[config.mk]
export PLATFORM = sky130hd
export DESIGN_NAME = round_robin_run_queue_flat
export DESIGN_NICKNAME = d
export VERILOG_FILES = /design/src/design/rrq_pkg.sv /design/src/design/rrq_cmd_if.sv /design/src/design/rrq_res_if.sv /design/src/design/rrq_ram.sv /design/src/design/rrq_acct.sv /design/src/design/round_robin_run_queue.sv /design/src/flat_wrapper.sv
export SDC_FILE = /design/constraint.sdc
export NUM_CORES = 1
export LEC_CHECK = 0
export BUFFER_PORTS_ARGS = -buffer_cell sky130_fd_sc_hd__buf_4
export CELL_PAD_IN_SITES_DETAIL_PLACEMENT = 0
export CELL_PAD_IN_SITES_GLOBAL_PLACEMENT = 1
export CORE_UTILIZATION = 45
export DETAILED_ROUTE_END_ITERATION = 16
export GPL_TIMING_DRIVEN = 0
export PLACE_DENSITY = 0.82
export SYNTH_ARGS = -nofsm -noshare
export SYNTH_HDL_FRONTEND = slang
export SYNTH_SLANG_ARGS = --single-unit
[constraint.sdc]
create_clock -name clk_i -period 5.71 [get_ports clk_i]
set_input_delay 0.2855 -clock clk_i [delete_from_list [all_inputs] [get_ports clk_i]]
set_output_delay 0.2855 -clock clk_i [all_outputs]
set_load 0.01 [all_outputs]
[src/design/rrq_pkg.sv]
// ----------------------------------------------------------------------------
// rrq_pkg
// Shared types and constants of the round-robin run queue scheduler.
// ----------------------------------------------------------------------------
package rrq_pkg;

  localparam int unsigned CMD_W       = 3;
  localparam int unsigned TID_W       = 4;
  localparam int unsigned NOW_W       = 48;
  localparam int unsigned QLEN_W      = 5;
  localparam int unsigned IDLE_W      = 4;
  localparam int unsigned THREADS_DEF = 16;
  localparam int unsigned TBITS_DEF   = 48;

  typedef enum logic [CMD_W-1:0] {
    CMD_START   = 3'd0,
    CMD_YIELD   = 3'd1,
    CMD_RESCHED = 3'd2,
    CMD_ADD     = 3'd3,
    CMD_REMOVE  = 3'd4,
    CMD_BLOCKED = 3'd5
  } cmd_e;

  typedef enum logic {
    ST_IDLE,
    ST_EXEC
  } state_e;

  typedef struct packed {
    logic rd;
    logic add;
  } acct_req_t;

endpackage

[src/design/rrq_cmd_if.sv]
// ----------------------------------------------------------------------------
// rrq_cmd_if
// Command channel: valid/ready with one scheduler command per transfer.
// ----------------------------------------------------------------------------
interface rrq_cmd_if;
  import rrq_pkg::*;

  logic              valid;
  logic              ready;
  logic [CMD_W-1:0]  command;
  logic [TID_W-1:0]  thread_id;
  logic              thread_runnable;
  logic [NOW_W-1:0]  now;

  modport source (output valid, command, thread_id, thread_runnable, now, input ready);
  modport sink   (input valid, command, thread_id, thread_runnable, now, output ready);
endinterface

[src/design/rrq_res_if.sv]
// ----------------------------------------------------------------------------
// rrq_res_if
// Result channel: valid/ready with one scheduler result per transfer.
// ----------------------------------------------------------------------------
interface rrq_res_if;
  import rrq_pkg::*;

  logic              valid;
  logic              ready;
  logic [TID_W-1:0]  current_thread;
  logic              switched;
  logic [NOW_W-1:0]  time_charged;
  logic [QLEN_W-1:0] queue_length;
  logic              ignored;

  modport source (output valid, current_thread, switched, time_charged, queue_length,
                  ignored, input ready);
  modport sink   (input valid, current_thread, switched, time_charged, queue_length,
                  ignored, output ready);
endinterface

[src/design/rrq_ram.sv]
// ----------------------------------------------------------------------------
// rrq_ram
// Generic single-write, single-read RAM with registered read data.
// ----------------------------------------------------------------------------
module rrq_ram #(
  parameter int unsigned WIDTH = 4,
  parameter int unsigned DEPTH = 16
) (
  input  logic                     clk_i,
  input  logic                     we_i,
  input  logic [$clog2(DEPTH)-1:0] waddr_i,
  input  logic [WIDTH-1:0]         wdata_i,
  input  logic                     re_i,
  input  logic [$clog2(DEPTH)-1:0] raddr_i,
  output logic [WIDTH-1:0]         rdata_o
);

  logic [WIDTH-1:0] mem_q [DEPTH];
  logic [WIDTH-1:0] rdata_q;

  always_ff @(posedge clk_i) begin
    if (we_i) begin
      mem_q[waddr_i] <= wdata_i;
    end
    if (re_i) begin
      rdata_q <= mem_q[raddr_i];
    end
  end

  assign rdata_o = rdata_q;

endmodule

[src/design/rrq_acct.sv]
// ----------------------------------------------------------------------------
// rrq_acct
// Per-thread run time accounting: read, add the charge, write back.
// ----------------------------------------------------------------------------
module rrq_acct #(
  parameter int unsigned THREADS   = 16,
  parameter int unsigned TIME_BITS = 48
) (
  input  logic                       clk_i,
  input  logic                       rst_ni,
  input  rrq_pkg::acct_req_t         req_i,
  input  logic [$clog2(THREADS)-1:0] addr_i,
  input  logic [TIME_BITS-1:0]       charge_i
);
  import rrq_pkg::*;

  localparam int unsigned TW = $clog2(THREADS);

  logic [TW-1:0]        addr_q;
  logic [THREADS-1:0]   vld_q;
  logic [TIME_BITS-1:0] rdata;
  logic [TIME_BITS-1:0] base;
  logic [TIME_BITS-1:0] sum;

  rrq_ram #(.WIDTH(TIME_BITS), .DEPTH(THREADS)) u_rt_ram (
    .clk_i   (clk_i),
    .we_i    (req_i.add),
    .waddr_i (addr_q),
    .wdata_i (sum),
    .re_i    (req_i.rd),
    .raddr_i (addr_i),
    .rdata_o (rdata)
  );

  assign base = vld_q[addr_q] ? rdata : '0;
  assign sum  = base + charge_i;

  always_ff @(posedge clk_i or negedge rst_ni) begin
    if (!rst_ni) begin
      vld_q  <= '0;
      addr_q <= '0;
    end else begin
      if (req_i.rd) begin
        addr_q <= addr_i;
      end
      if (req_i.add) begin
        vld_q[addr_q] <= 1'b1;
      end
    end
  end

endmodule

[src/design/round_robin_run_queue.sv]
// ----------------------------------------------------------------------------
// round_robin_run_queue
// Round-robin run queue scheduler over a doubly linked thread table.
// ----------------------------------------------------------------------------
// At the transfer of a command the link table and the run time memory are read
// (registered read); in the next cycle the queue is updated and the links and
// run time are written back. The result sits in an output register; the next
// command is taken once that register is free or is being drained, and not
// while the previous command is still being updated.
// Run time entries carry valid bits, so no clearing pass follows reset.
// ----------------------------------------------------------------------------
module round_robin_run_queue #(
  parameter int unsigned THREADS   = rrq_pkg::THREADS_DEF,
  parameter int unsigned TIME_BITS = rrq_pkg::TBITS_DEF
) (
  input  logic                      clk_i,
  input  logic                      rst_ni,
  input  logic                      idle_we_i,
  input  logic [rrq_pkg::IDLE_W-1:0] idle_wdata_i,
  rrq_cmd_if.sink                   cmd_i,
  rrq_res_if.source                 res_o
);
  import rrq_pkg::*;

  localparam int unsigned TW = $clog2(THREADS);
  localparam int unsigned CW = $clog2(THREADS + 1);

  function automatic logic [TW-1:0] idle_mod(input logic [IDLE_W-1:0] v);
    logic [8:0] r;
    r = 9'(v);
    for (int i = 0; i < 8; i++) begin
      if (r >= 9'(THREADS)) begin
        r = r - 9'(THREADS);
      end
    end
    return TW'(r);
  endfunction

  state_e state_q, state_d;

  logic [TW-1:0]        idle_q;
  logic [TW-1:0]        head_q, head_d, tail_q, tail_d;
  logic [CW-1:0]        cnt_q, cnt_d;
  logic [THREADS-1:0]   mark_q, mark_d;
  logic [TW-1:0]        running_q, running_d;
  logic [TIME_BITS-1:0] last_q, last_d;

  logic [CMD_W-1:0]     cmd_q;
  logic [TID_W-1:0]     tid_q;
  logic                 rnb_q;
  logic [TIME_BITS-1:0] now_q;

  logic                 out_vld_q;
  logic [TID_W-1:0]     out_cur_q;
  logic                 out_sw_q;
  logic [NOW_W-1:0]     out_time_q;
  logic [QLEN_W-1:0]    out_qlen_q;
  logic                 out_ign_q;

  logic          accept, sched_in;
  logic [TW-1:0] rd_addr, nxt_rd, prv_rd;
  logic          nxt_we, prv_we;
  logic [TW-1:0] nxt_wa, nxt_wd, prv_wa, prv_wd;

  logic                 deq_en, enq_en, from_q, sw, ign, tid_ok;
  logic [TW-1:0]        deq_t, enq_t, pick, t;
  logic [TIME_BITS-1:0] charged;
  logic                 acct_add;
  acct_req_t            acct_req;

  assign cmd_i.ready = (state_q == ST_IDLE) && (!out_vld_q || res_o.ready);
  assign accept      = cmd_i.valid && cmd_i.ready;
  assign sched_in    = (cmd_i.command == CMD_YIELD) || (cmd_i.command == CMD_RESCHED);
  assign rd_addr     = sched_in ? head_q : TW'(cmd_i.thread_id);

  rrq_ram #(.WIDTH(TW), .DEPTH(THREADS)) u_next_ram (
    .clk_i   (clk_i),
    .we_i    (nxt_we),
    .waddr_i (nxt_wa),
    .wdata_i (nxt_wd),
    .re_i    (accept),
    .raddr_i (rd_addr),
    .rdata_o (nxt_rd)
  );

  rrq_ram #(.WIDTH(TW), .DEPTH(THREADS)) u_prev_ram (
    .clk_i   (clk_i),
    .we_i    (prv_we),
    .waddr_i (prv_wa),
    .wdata_i (prv_wd),
    .re_i    (accept),
    .raddr_i (rd_addr),
    .rdata_o (prv_rd)
  );

  assign acct_req.rd  = accept;
  assign acct_req.add = acct_add;

  rrq_acct #(.THREADS(THREADS), .TIME_BITS(TIME_BITS)) u_acct (
    .clk_i    (clk_i),
    .rst_ni   (rst_ni),
    .req_i    (acct_req),
    .addr_i   (running_q),
    .charge_i (charged)
  );

  always_comb begin
    state_d      = state_q;
    head_d       = head_q;
    tail_d       = tail_q;
    cnt_d        = cnt_q;
    mark_d       = mark_q;
    running_d    = running_q;
    last_d       = last_q;
    nxt_we       = 1'b0;
    nxt_wa       = '0;
    nxt_wd       = '0;
    prv_we       = 1'b0;
    prv_wa       = '0;
    prv_wd       = '0;
    deq_en       = 1'b0;
    deq_t        = '0;
    enq_en       = 1'b0;
    enq_t        = '0;
    from_q       = 1'b0;
    pick         = '0;
    sw           = 1'b0;
    ign          = 1'b0;
    charged      = '0;
    acct_add     = 1'b0;
    tid_ok       = (32'(tid_q) < THREADS);
    t            = TW'(tid_q);

    unique case (state_q)
      ST_IDLE: begin
        if (accept) begin
          state_d = ST_EXEC;
        end
      end
      ST_EXEC: begin
        state_d = ST_IDLE;
        unique case (cmd_q)
          CMD_START: begin
            last_d = now_q;
          end
          CMD_YIELD, CMD_RESCHED: begin
            if (cmd_q == CMD_YIELD || !rnb_q) begin
              charged  = now_q - last_q;
              acct_add = 1'b1;
              last_d   = now_q;
              if (cnt_q != '0) begin
                pick   = head_q;
                from_q = 1'b1;
              end else if (rnb_q) begin
                pick = running_q;
              end else begin
                pick = idle_q;
              end
              if (pick != running_q) begin
                sw        = 1'b1;
                running_d = pick;
                deq_en    = from_q;
                deq_t     = head_q;
                enq_en    = (running_q != idle_q) && rnb_q && !mark_q[running_q];
                enq_t     = running_q;
              end
            end
          end
          CMD_ADD: begin
            if (!tid_ok || t == idle_q) begin
              ign = 1'b1;
            end else if (rnb_q && t != running_q) begin
              if (mark_q[t]) begin
                ign = 1'b1;
              end else begin
                enq_en = 1'b1;
                enq_t  = t;
              end
            end
          end
          CMD_REMOVE, CMD_BLOCKED: begin
            if (!tid_ok || t == idle_q) begin
              ign = 1'b1;
            end else if (t != running_q && (cmd_q == CMD_BLOCKED || rnb_q)) begin
              if (mark_q[t]) begin
                deq_en = 1'b1;
                deq_t  = t;
              end else begin
                ign = 1'b1;
              end
            end
          end
          default: begin
            ign = 1'b1;
          end
        endcase

        if (deq_en) begin
          if (deq_t == head_q) begin
            head_d = nxt_rd;
          end else begin
            nxt_we = 1'b1;
            nxt_wa = prv_rd;
            nxt_wd = nxt_rd;
          end
          if (deq_t == tail_q) begin
            tail_d = prv_rd;
          end else if (deq_t != head_q) begin
            prv_we = 1'b1;
            prv_wa = nxt_rd;
            prv_wd = prv_rd;
          end
          mark_d[deq_t] = 1'b0;
          cnt_d         = cnt_d - CW'(1);
          if (cnt_d == '0) begin
            head_d = '0;
            tail_d = '0;
          end
        end

        if (enq_en) begin
          if (cnt_d == '0) begin
            head_d = enq_t;
          end else begin
            nxt_we = 1'b1;
            nxt_wa = tail_d;
            nxt_wd = enq_t;
            prv_we = 1'b1;
            prv_wa = enq_t;
            prv_wd = tail_d;
          end
          tail_d        = enq_t;
          mark_d[enq_t] = 1'b1;
          cnt_d         = cnt_d + CW'(1);
        end
      end
      default: begin
        state_d = ST_IDLE;
      end
    endcase
  end

  always_ff @(posedge clk_i or negedge rst_ni) begin
    if (!rst_ni) begin
      state_q <= ST_IDLE;
    end else begin
      state_q <= state_d;
    end
  end

  always_ff @(posedge clk_i or negedge rst_ni) begin
    if (!rst_ni) begin
      idle_q    <= '0;
      head_q    <= '0;
      tail_q    <= '0;
      cnt_q     <= '0;
      mark_q    <= '0;
      running_q <= '0;
      last_q    <= '0;
      out_vld_q <= 1'b0;
    end else begin
      if (idle_we_i) begin
        idle_q <= idle_mod(idle_wdata_i);
      end
      head_q    <= head_d;
      tail_q    <= tail_d;
      cnt_q     <= cnt_d;
      mark_q    <= mark_d;
      running_q <= running_d;
      last_q    <= last_d;
      if (state_q == ST_EXEC) begin
        out_vld_q <= 1'b1;
      end else if (res_o.ready) begin
        out_vld_q <= 1'b0;
      end
    end
  end

  always_ff @(posedge clk_i) begin
    if (accept) begin
      cmd_q <= cmd_i.command;
      tid_q <= cmd_i.thread_id;
      rnb_q <= cmd_i.thread_runnable;
      now_q <= TIME_BITS'(cmd_i.now);
    end
    if (state_q == ST_EXEC) begin
      out_cur_q  <= TID_W'(running_d);
      out_sw_q   <= sw;
      out_time_q <= NOW_W'(charged);
      out_qlen_q <= QLEN_W'(cnt_d);
      out_ign_q  <= ign;
    end
  end

  assign res_o.valid          = out_vld_q;
  assign res_o.current_thread = out_cur_q;
  assign res_o.switched       = out_sw_q;
  assign res_o.time_charged   = out_time_q;
  assign res_o.queue_length   = out_qlen_q;
  assign res_o.ignored        = out_ign_q;

`ifndef SYNTH
  a_cnt_bound: assert property (@(posedge clk_i) disable iff (!rst_ni)
    32'(cnt_q) <= THREADS) else $error("run queue count exceeds thread count");

  a_mark_cnt: assert property (@(posedge clk_i) disable iff (!rst_ni)
    $countones(mark_q) == 32'(cnt_q)) else $error("queued marks disagree with count");

  a_exec_after: assert property (@(posedge clk_i) disable iff (!rst_ni)
    accept |=> state_q == ST_EXEC) else $error("transfer not followed by update");

  a_result: assert property (@(posedge clk_i) disable iff (!rst_ni)
    state_q == ST_EXEC |=> out_vld_q) else $error("update produced no result");

  a_empty_ptrs: assert property (@(posedge clk_i) disable iff (!rst_ni)
    cnt_q == '0 |-> head_q == '0 && tail_q == '0) else $error("empty queue pointers");
`endif

endmodule
[src/flat_wrapper.sv]
// flat-port wrapper written by rule: the top's interface ports become plain ports
module round_robin_run_queue_flat import rrq_pkg::*;
#(
  parameter int unsigned THREADS   = rrq_pkg::THREADS_DEF,
  parameter int unsigned TIME_BITS = rrq_pkg::TBITS_DEF
)
  (clk_i, rst_ni, idle_we_i, idle_wdata_i, cmd_i_valid, cmd_i_command, cmd_i_thread_id, cmd_i_thread_runnable, cmd_i_now, cmd_i_ready, res_o_valid, res_o_current_thread, res_o_switched, res_o_time_charged, res_o_queue_length, res_o_ignored, res_o_ready);
  rrq_cmd_if cmd_i_i ();
  rrq_res_if res_o_i ();
  input  logic clk_i;
  input  logic rst_ni;
  input  logic idle_we_i;
  input  logic [rrq_pkg::IDLE_W-1:0] idle_wdata_i;
  input wire logic [$bits(cmd_i_i.valid)-1:0] cmd_i_valid;
  input wire logic [$bits(cmd_i_i.command)-1:0] cmd_i_command;
  input wire logic [$bits(cmd_i_i.thread_id)-1:0] cmd_i_thread_id;
  input wire logic [$bits(cmd_i_i.thread_runnable)-1:0] cmd_i_thread_runnable;
  input wire logic [$bits(cmd_i_i.now)-1:0] cmd_i_now;
  output wire logic [$bits(cmd_i_i.ready)-1:0] cmd_i_ready;
  output wire logic [$bits(res_o_i.valid)-1:0] res_o_valid;
  output wire logic [$bits(res_o_i.current_thread)-1:0] res_o_current_thread;
  output wire logic [$bits(res_o_i.switched)-1:0] res_o_switched;
  output wire logic [$bits(res_o_i.time_charged)-1:0] res_o_time_charged;
  output wire logic [$bits(res_o_i.queue_length)-1:0] res_o_queue_length;
  output wire logic [$bits(res_o_i.ignored)-1:0] res_o_ignored;
  input wire logic [$bits(res_o_i.ready)-1:0] res_o_ready;
  assign cmd_i_i.valid = cmd_i_valid;
  assign cmd_i_i.command = cmd_i_command;
  assign cmd_i_i.thread_id = cmd_i_thread_id;
  assign cmd_i_i.thread_runnable = cmd_i_thread_runnable;
  assign cmd_i_i.now = cmd_i_now;
  assign cmd_i_ready = cmd_i_i.ready;
  assign res_o_valid = res_o_i.valid;
  assign res_o_current_thread = res_o_i.current_thread;
  assign res_o_switched = res_o_i.switched;
  assign res_o_time_charged = res_o_i.time_charged;
  assign res_o_queue_length = res_o_i.queue_length;
  assign res_o_ignored = res_o_i.ignored;
  assign res_o_i.ready = res_o_ready;
  round_robin_run_queue #(.THREADS(THREADS), .TIME_BITS(TIME_BITS)) u_core (.clk_i(clk_i), .rst_ni(rst_ni), .idle_we_i(idle_we_i), .idle_wdata_i(idle_wdata_i), .cmd_i(cmd_i_i), .res_o(res_o_i));
endmodule
==> results of run 1 <==
layout make-up:
class / count / share of cell area
multi-input cells: 830 / 0.326
repair buffers: 193 / 0.0815
clock buffers: 49 / 0.0493
plain buffers: 54 / 0.0110
flip-flops and latches: 338 / 0.479
inverters: 73 / 0.0135
clock inverters: 19 / 0.0113
well taps: 468 / 0.0288
kinds of logic (layout without fill, tap and decap cells):
group / Yosys count / count (layout) / share of synthesized area
DFF: 338 / 338 / 0.579
AOI/OAI and AO/OA: 304 / 304 / 0.128
and+or+nand+nor: 300 / 300 / 0.0901
buffers and inverters: 127 / 388 / 0.0296
muxes: 109 / 109 / 0.0996
xor gates and xnor gates: 64 / 64 / 0.0334
adders and majority gates: 53 / 53 / 0.0400
critical path, delay by kind of cell (launching register included):
family,cells,cell delay (ps)
AO/OA/AOI/OAI,5,1470
adder cells (fa/ha/maj),1,220
buffers and inverters,5,1240
flip-flops,1,440
multiplexers,1,380
AND/OR/NAND/NOR,5,1100
repair_timing:
| action | 4_1_cts | 5_1_grt |
|---|---|---|
| endpoints found under the hold margin | 61 | 49 |
| setup buffers | 0 | 0 |
| endpoints found under the setup margin | 20 | 199 |
| hold buffers | 65 | 1 |
| gates resized for setup | 2 | 15 |
report_power, final:
part           switching, mW  internal (mW)
clock                  0.980           1.43
sequential             0.185           2.98
combinational           1.48           1.13
total                   2.65           5.54
routing by layer:
layer,vias to the layer above,part of all wire,GRT usage
met5,-,0,0
met4,0,0.024,0.0694
met3,60,0.051,0.0297
met2,312,0.49,0.346
met1,5559,0.44,0.275
li1,5383,-,-
synthesized netlist by cell type (all sizes together) (8+ instances only):
cell type / number
o21ai: 68
mux2: 53
a32o: 8
nand2: 60
nor3b: 8
a31oi: 15
a21oi: 57
xor2: 35
or3: 12
nor3: 19
and3: 10
mux2i: 15
nand4: 9
edfxtp: 251
dfrtp: 87
ha: 52
xnor2: 29
mux4: 41
buf: 21
nor2: 106
nand3: 16
clkbuf: 33
nand2b: 9
and2: 8
o21bai: 8
a21o: 37
nor2b: 21
a211oi: 12
a22o: 11
a22oi: 19
inv: 72
through the flow:
stage	cell area [sq um]	std cells	hold WS, ps	setup WS (ps)	util
finish	20300	2024	148	460	0.555
global route	20300	2024	177	35.2	0.555
CTS	20200	2022	39.1	15.0	0.552
detailed placement	18300	1889	465	-3.56	0.501
global placement	18300	1888	465	108	0.500
floorplan	16800	1295	-10.1	1250	-
registers in the layout, indices dropped and copies added (netlist names), 3 cells and up:
register,cells
u_core.res_o.current_thread,4
u_core.now_q,48
u_core.head_q,4
u_core.res_o.time_charged,48
u_core.res_o.queue_length,5
u_core.last_q,48
u_core.running_q,4
u_core.mark_q,16
u_core.u_next_ram.rdata_o,4
u_core.tail_q,4
u_core.idle_q,4
u_core.u_next_ram.mem_q,64
u_core.cmd_q,3
u_core.cnt_q,5
u_core.u_prev_ram.rdata_o,4
u_core.t,4
u_core.u_prev_ram.mem_q,64
worst min path at each step:
stage,from,cells after the start,end
after CTS,rst_ni,1,u_core.last_q[7]
after floorplan,rst_ni,0,u_core.cnt_q[0]
final,res_o_ready,4,u_core.res_o.valid
after global routing,res_o_ready,4,u_core.res_o.valid
after global placement,cmd_i_now[11],1,u_core.now_q[11]
after detailed placement,cmd_i_now[3],1,u_core.now_q[3]
==> metrics.cfg, run 1 <==
[outcome]
run_status = finished clean

[sta]
worstMarginPinSlew_ps = 967
finalHoldViolations = 0
final-setup-viol-count = 0
finalSetupTns_ps = 0
rsz0062_at_grt = false
period_minus_slack_ps = 5250
fin_worst_skew_ps = 30.8
fmax_mhz = 190
slew_violations = 0
post-route-period-util = 0.919
slew-limit-headroom = 0.350

[setup_path]
critical-path-max-stage-delay_ps = 640
crit_fanout = 10
critPathRequiredTime_ps = 5900
r2r-end = u_core.u_next_ram.mem_q[11][2]
crit_path_end = u_core.u_next_ram.mem_q[11][2]
start_kind = register
end_kind = register
path_cells = buf_2 -> mux4_2 -> a22oi_4 -> a2111oi_4 -> or2_2 -> clkbuf_1 -> nor2_1 -> a21oi_1 -> inv_1 -> ha_1 -> nor2b_1 -> a221oi_2 -> buf_2 -> buf_2 -> a32o_1 -> nand3_1 -> nor2_1
crit_top_cell = buf_2
worstPathArrival_ps = 5440
r2r_start = u_core.t[0]
critical-path-slowest-cell = a2111oi_4
crit_start = u_core.t[0]
r2r_slack_ps = 460
worstSetupPathType = register to register
worstRegToRegCells = 17

[cts]
cts_tree = built
cts_buffer_depth = 3
cts-root-buf = clkbuf_16
cts_buffers = 37
numClockSinks = 338
htree_levels = 2
cts.clk_slew.worst_paths_ps = 60
clkLatencyLatePin_ps = 570

[drt]
remaining_drc_errors = 0
dr_total_vias = 11300
ant_nets = 0
initialDrtViolationCount = 769
wl_per_cell_um = 19.2
viasPerCell = 5.59
firstDrtPassIters = 5
totalWireLength_um = 38900

[logic_synthesis]
ys_seq_elements = 338
synth_ff_type = edfxtp_1
synth_area_sq_um = 16800
netlist_instances = 1295
synth_edf_count = 251
syn-num-nets = 1413
synth_warnings = 0
syn-mean-instance-area_sq_um = 12.9
synth.distinct_cells = 78
ys_top_cells_by_area = edfxtp_1 45%, dfrtp_1 13%, mux4_2 5.5%
synth_top_cell_by_area = edfxtp_1
ys_seq_area_frac = 0.579
async_flop_share = 0.257
synth_top_cell_area_share = 0.450

[power]
ir_worst_vdd_v = 0.000238
fin_total_pwr_mw = 8.19
powerDensity_nw_per_um2 = 403
p_leak_nw = 7.83

[finish]
final_common_cell = edfxtp_1
drive_above_1_share = 0.212
final_cell_mix = 251 x edfxtp_1, 125 x buf_4, 98 x nor2_1
nets = 1645
syn_to_final_growth_pct = 21.1
fill_cells = 3003
antenna_cells = 0
multiInputGateArea_sq_um = 6620
regArea_sq_um = 9720

[floorplan]
ios = 126
dieArea_sq_um = 38000
die_w_um = 195
core_area_sq_um = 36600
fp.dieH_um = 195
initial_utilization = 0.458
rows = 70

[global_routing]
first_global_vias = 11200
grt_start_max_net_pins = 88
grt_pass1_wl_um = 61400
grt-ovfl-total = 0
track_usage = 0.206
antenna_found_initial = 0

[hold_path]
hold_class = input pin to register

[placement]
port_buffers = 125
dpl.hpwl_um = 26800
routabilityCongestion = 0.909

[run]
drv_cap = 0

Note: power is estimated with default switching activity, not from simulation.
==> inputs of run 2 (changes only) <==
REMOVE_ABC_BUFFERS = 1   (was unset)
==> run 2 against run 1 <==
- combinational power shrank 4%
- non-clock buffer count shrank 53
- largest power group unchanged
- die area is the same
- critical endpoint is now u_core.u_next_ram.mem_q[4][2]
- sequential share of layout area is essentially flat
==> metrics.cfg, run 2 (same netlist as run 1, synthesis figures left out) <==
[placement]
dpl.hpwl_um = 25700  ; -4.2%
routabilityCongestion = 0.822  ; -9.5%
post_dp_cell_area_sq_um = 18300  ; -0.27%
port_buffers = 125  ; unchanged

[sta]
period_minus_slack_ps = 5390  ; +135 ps
whs_ps = 37.8  ; -110 ps
slew-limit-headroom = 0.252  ; -0.0987
rsz0062_at_grt = false
fmax_mhz = 186  ; -2.5%
fin_worst_skew_ps = 20.2  ; -10.6 ps
post-route-period-util = 0.943  ; +0.0237
final-setup-viol-count = 0  ; unchanged
worstMarginPinSlew_ps = 1110  ; +146 ps
slew_violations = 0  ; unchanged
finalHoldViolations = 0  ; unchanged

[cts]
cts_tree = built
cts.clk_slew.worst_paths_ps = 60  ; about the same
cts_buffer_depth = 3  ; unchanged
cts-root-buf = clkbuf_16
clkLatencyLatePin_ps = 540  ; -30 ps
htree_levels = 2  ; unchanged
post_cts_buffers = 0  ; unchanged
numClockSinks = 338  ; unchanged
cts_buffers = 38  ; +2.7%

[setup_path]
critical-path-max-stage-delay_ps = 720  ; +80 ps
crit_start = u_core.cnt_q[0]
r2r_start = u_core.cnt_q[0]
worstSetupPathType = register to register
end_kind = register
worstPathArrival_ps = 5550  ; +110 ps
start_kind = register
crit_buf_inv = 1  ; -4
crit_fanout = 11  ; +1
critical-path-slowest-cell = a221oi_1
critPathRequiredTime_ps = 5870  ; -30 ps
critPathTopFamily = compound AO/OA/AOI/OAI gates
path_cells = inv_1 -> ha_1 -> nor4b_4 -> mux2_2 -> a32o_1 -> a221oi_1 -> xnor2_1 -> nor4_4 -> a21oi_2 -> a32o_2 -> a2111oi_4 -> nor4b_2

[hold_path]
hold_class = input pin to register
min-delay-start = idle_we_i

[global_routing]
grt_start_max_net_pins = 88  ; unchanged
grt-ovfl-total = 0  ; unchanged
track_usage = 0.200  ; -0.00677
grt_pass1_wl_um = 60300  ; -1.7%
antenna_found_initial = 1  ; +1
first_global_vias = 11400  ; +2.0%

[finish]
utilization = 0.555  ; about the same
top_regs = u_core.u_next_ram.mem_q x64, u_core.u_prev_ram.mem_q x64
nets = 1594  ; -3.1%
drive_above_1_share = 0.215  ; +0.00254
final_common_cell = edfxtp_1
final_cell_mix = 251 x edfxtp_1, 125 x buf_4, 106 x nor2_1
final_area_sq_um = 20300  ; about the same
syn_to_final_growth_pct = 21.1  ; about the same

[drt]
ant_nets = 0  ; unchanged
totalWireLength_um = 37900  ; -2.8%
initialDrtViolationCount = 651  ; -15%
firstDrtPassIters = 5  ; unchanged
dr_total_vias = 11200  ; -1.2%
remaining_drc_errors = 0  ; unchanged
wl_per_cell_um = 19.2  ; -0.32%
viasPerCell = 5.66  ; +1.3%

[power]
ir_worst_vdd_v = 0.000194  ; -18%
p_leak_nw = 7.82  ; about the same
powerDensity_nw_per_um2 = 412  ; +2.1%

[floorplan]
core_area_sq_um = 36600  ; unchanged
dieArea_sq_um = 38000  ; unchanged
rows = 70  ; unchanged
die_w_um = 195  ; unchanged
ios = 126  ; unchanged
initial_utilization = 0.458  ; unchanged
fp.dieH_um = 195  ; unchanged

[outcome]
run_status = finished clean

[run]
drv_cap = 0  ; unchanged

[run 2: power by group]
group / total [mW] / leakage [nW] / switching [mW] / internal, mW
clock: 2.57 / 0.645 / 0.976 / 1.60
combinational: 2.50 / 3.79 / 1.37 / 1.13
sequential: 3.28 / 3.39 / 0.302 / 2.98
total: 8.36 / 7.82 / 2.65 / 5.71
[run 2: final timing paths]
check / end / slack, ps / cells past startpoint
max: u_core.u_next_ram.mem_q[4][2] / 320 / 12
min: u_core.idle_q[3] / 40 / 2
max reg2reg: u_core.u_next_ram.mem_q[4][2] / 320 / 12
min reg2reg: u_core.last_q[0] / 490 / 2
max in group asynchronous: u_core.running_q[1] / 4770 / 3
min in group asynchronous: u_core.last_q[5] / 240 / 2
[run 2: area by class of cell]
type / count / area [sq um]
Clock inverter: 18 / 254
Multi-Input combinational cell: 831 / 6670
Sequential cell: 338 / 9720
Timing Repair Buffer: 194 / 1720
Antenna cell: 1 / 2.50
Fill cell: 2966 / 16300
Clock buffer: 51 / 1070
Tap cell: 468 / 586
Inverter: 73 / 274
[run 2: worst register-to-register path, delay by kind of cell, from the launching register on]
family	cells	cell delay [ps]
AOI/OAI and AO/OA	5	1990
and+or+nand+nor	3	1540
DFF	1	480
muxes	1	450
xor gates and xnor gates	1	260
adders and majority gates	1	180
buffers and inverters	1	120
[run 2: metrics by stage]
step | setup TNS [ps] | power (mW) | cells | worst slack, ps
final | 0 | 8.36 | 1974 | 325
after global routing | 0 | 8.80 | 1974 | 81.7
after CTS | 0 | 8.36 | 1970 | 37.2
after detailed placement | -21650 | 5.73 | 1840 | -273
after global placement | -214530 | 5.66 | 1834 | -1410
after floorplan | 0 | 5.05 | 1241 | 612
[run 2: what timing repair did]
item                                    CTS  global route
pin swaps                                 0             1
hold endpoints to repair                 61            25
hold buffers                             61             1
gates resized for setup                   1             3
gates cloned                              0             1
endpoints found under the setup margin  167           162
[run 2: routing by layer]
layer,share of wire,track usage,up-vias
li1,-,-,5300
met1,0.43,0.258,5497
met2,0.49,0.341,313
met3,0.054,0.0323,72
met4,0.025,0.0668,0
met5,0,0,-
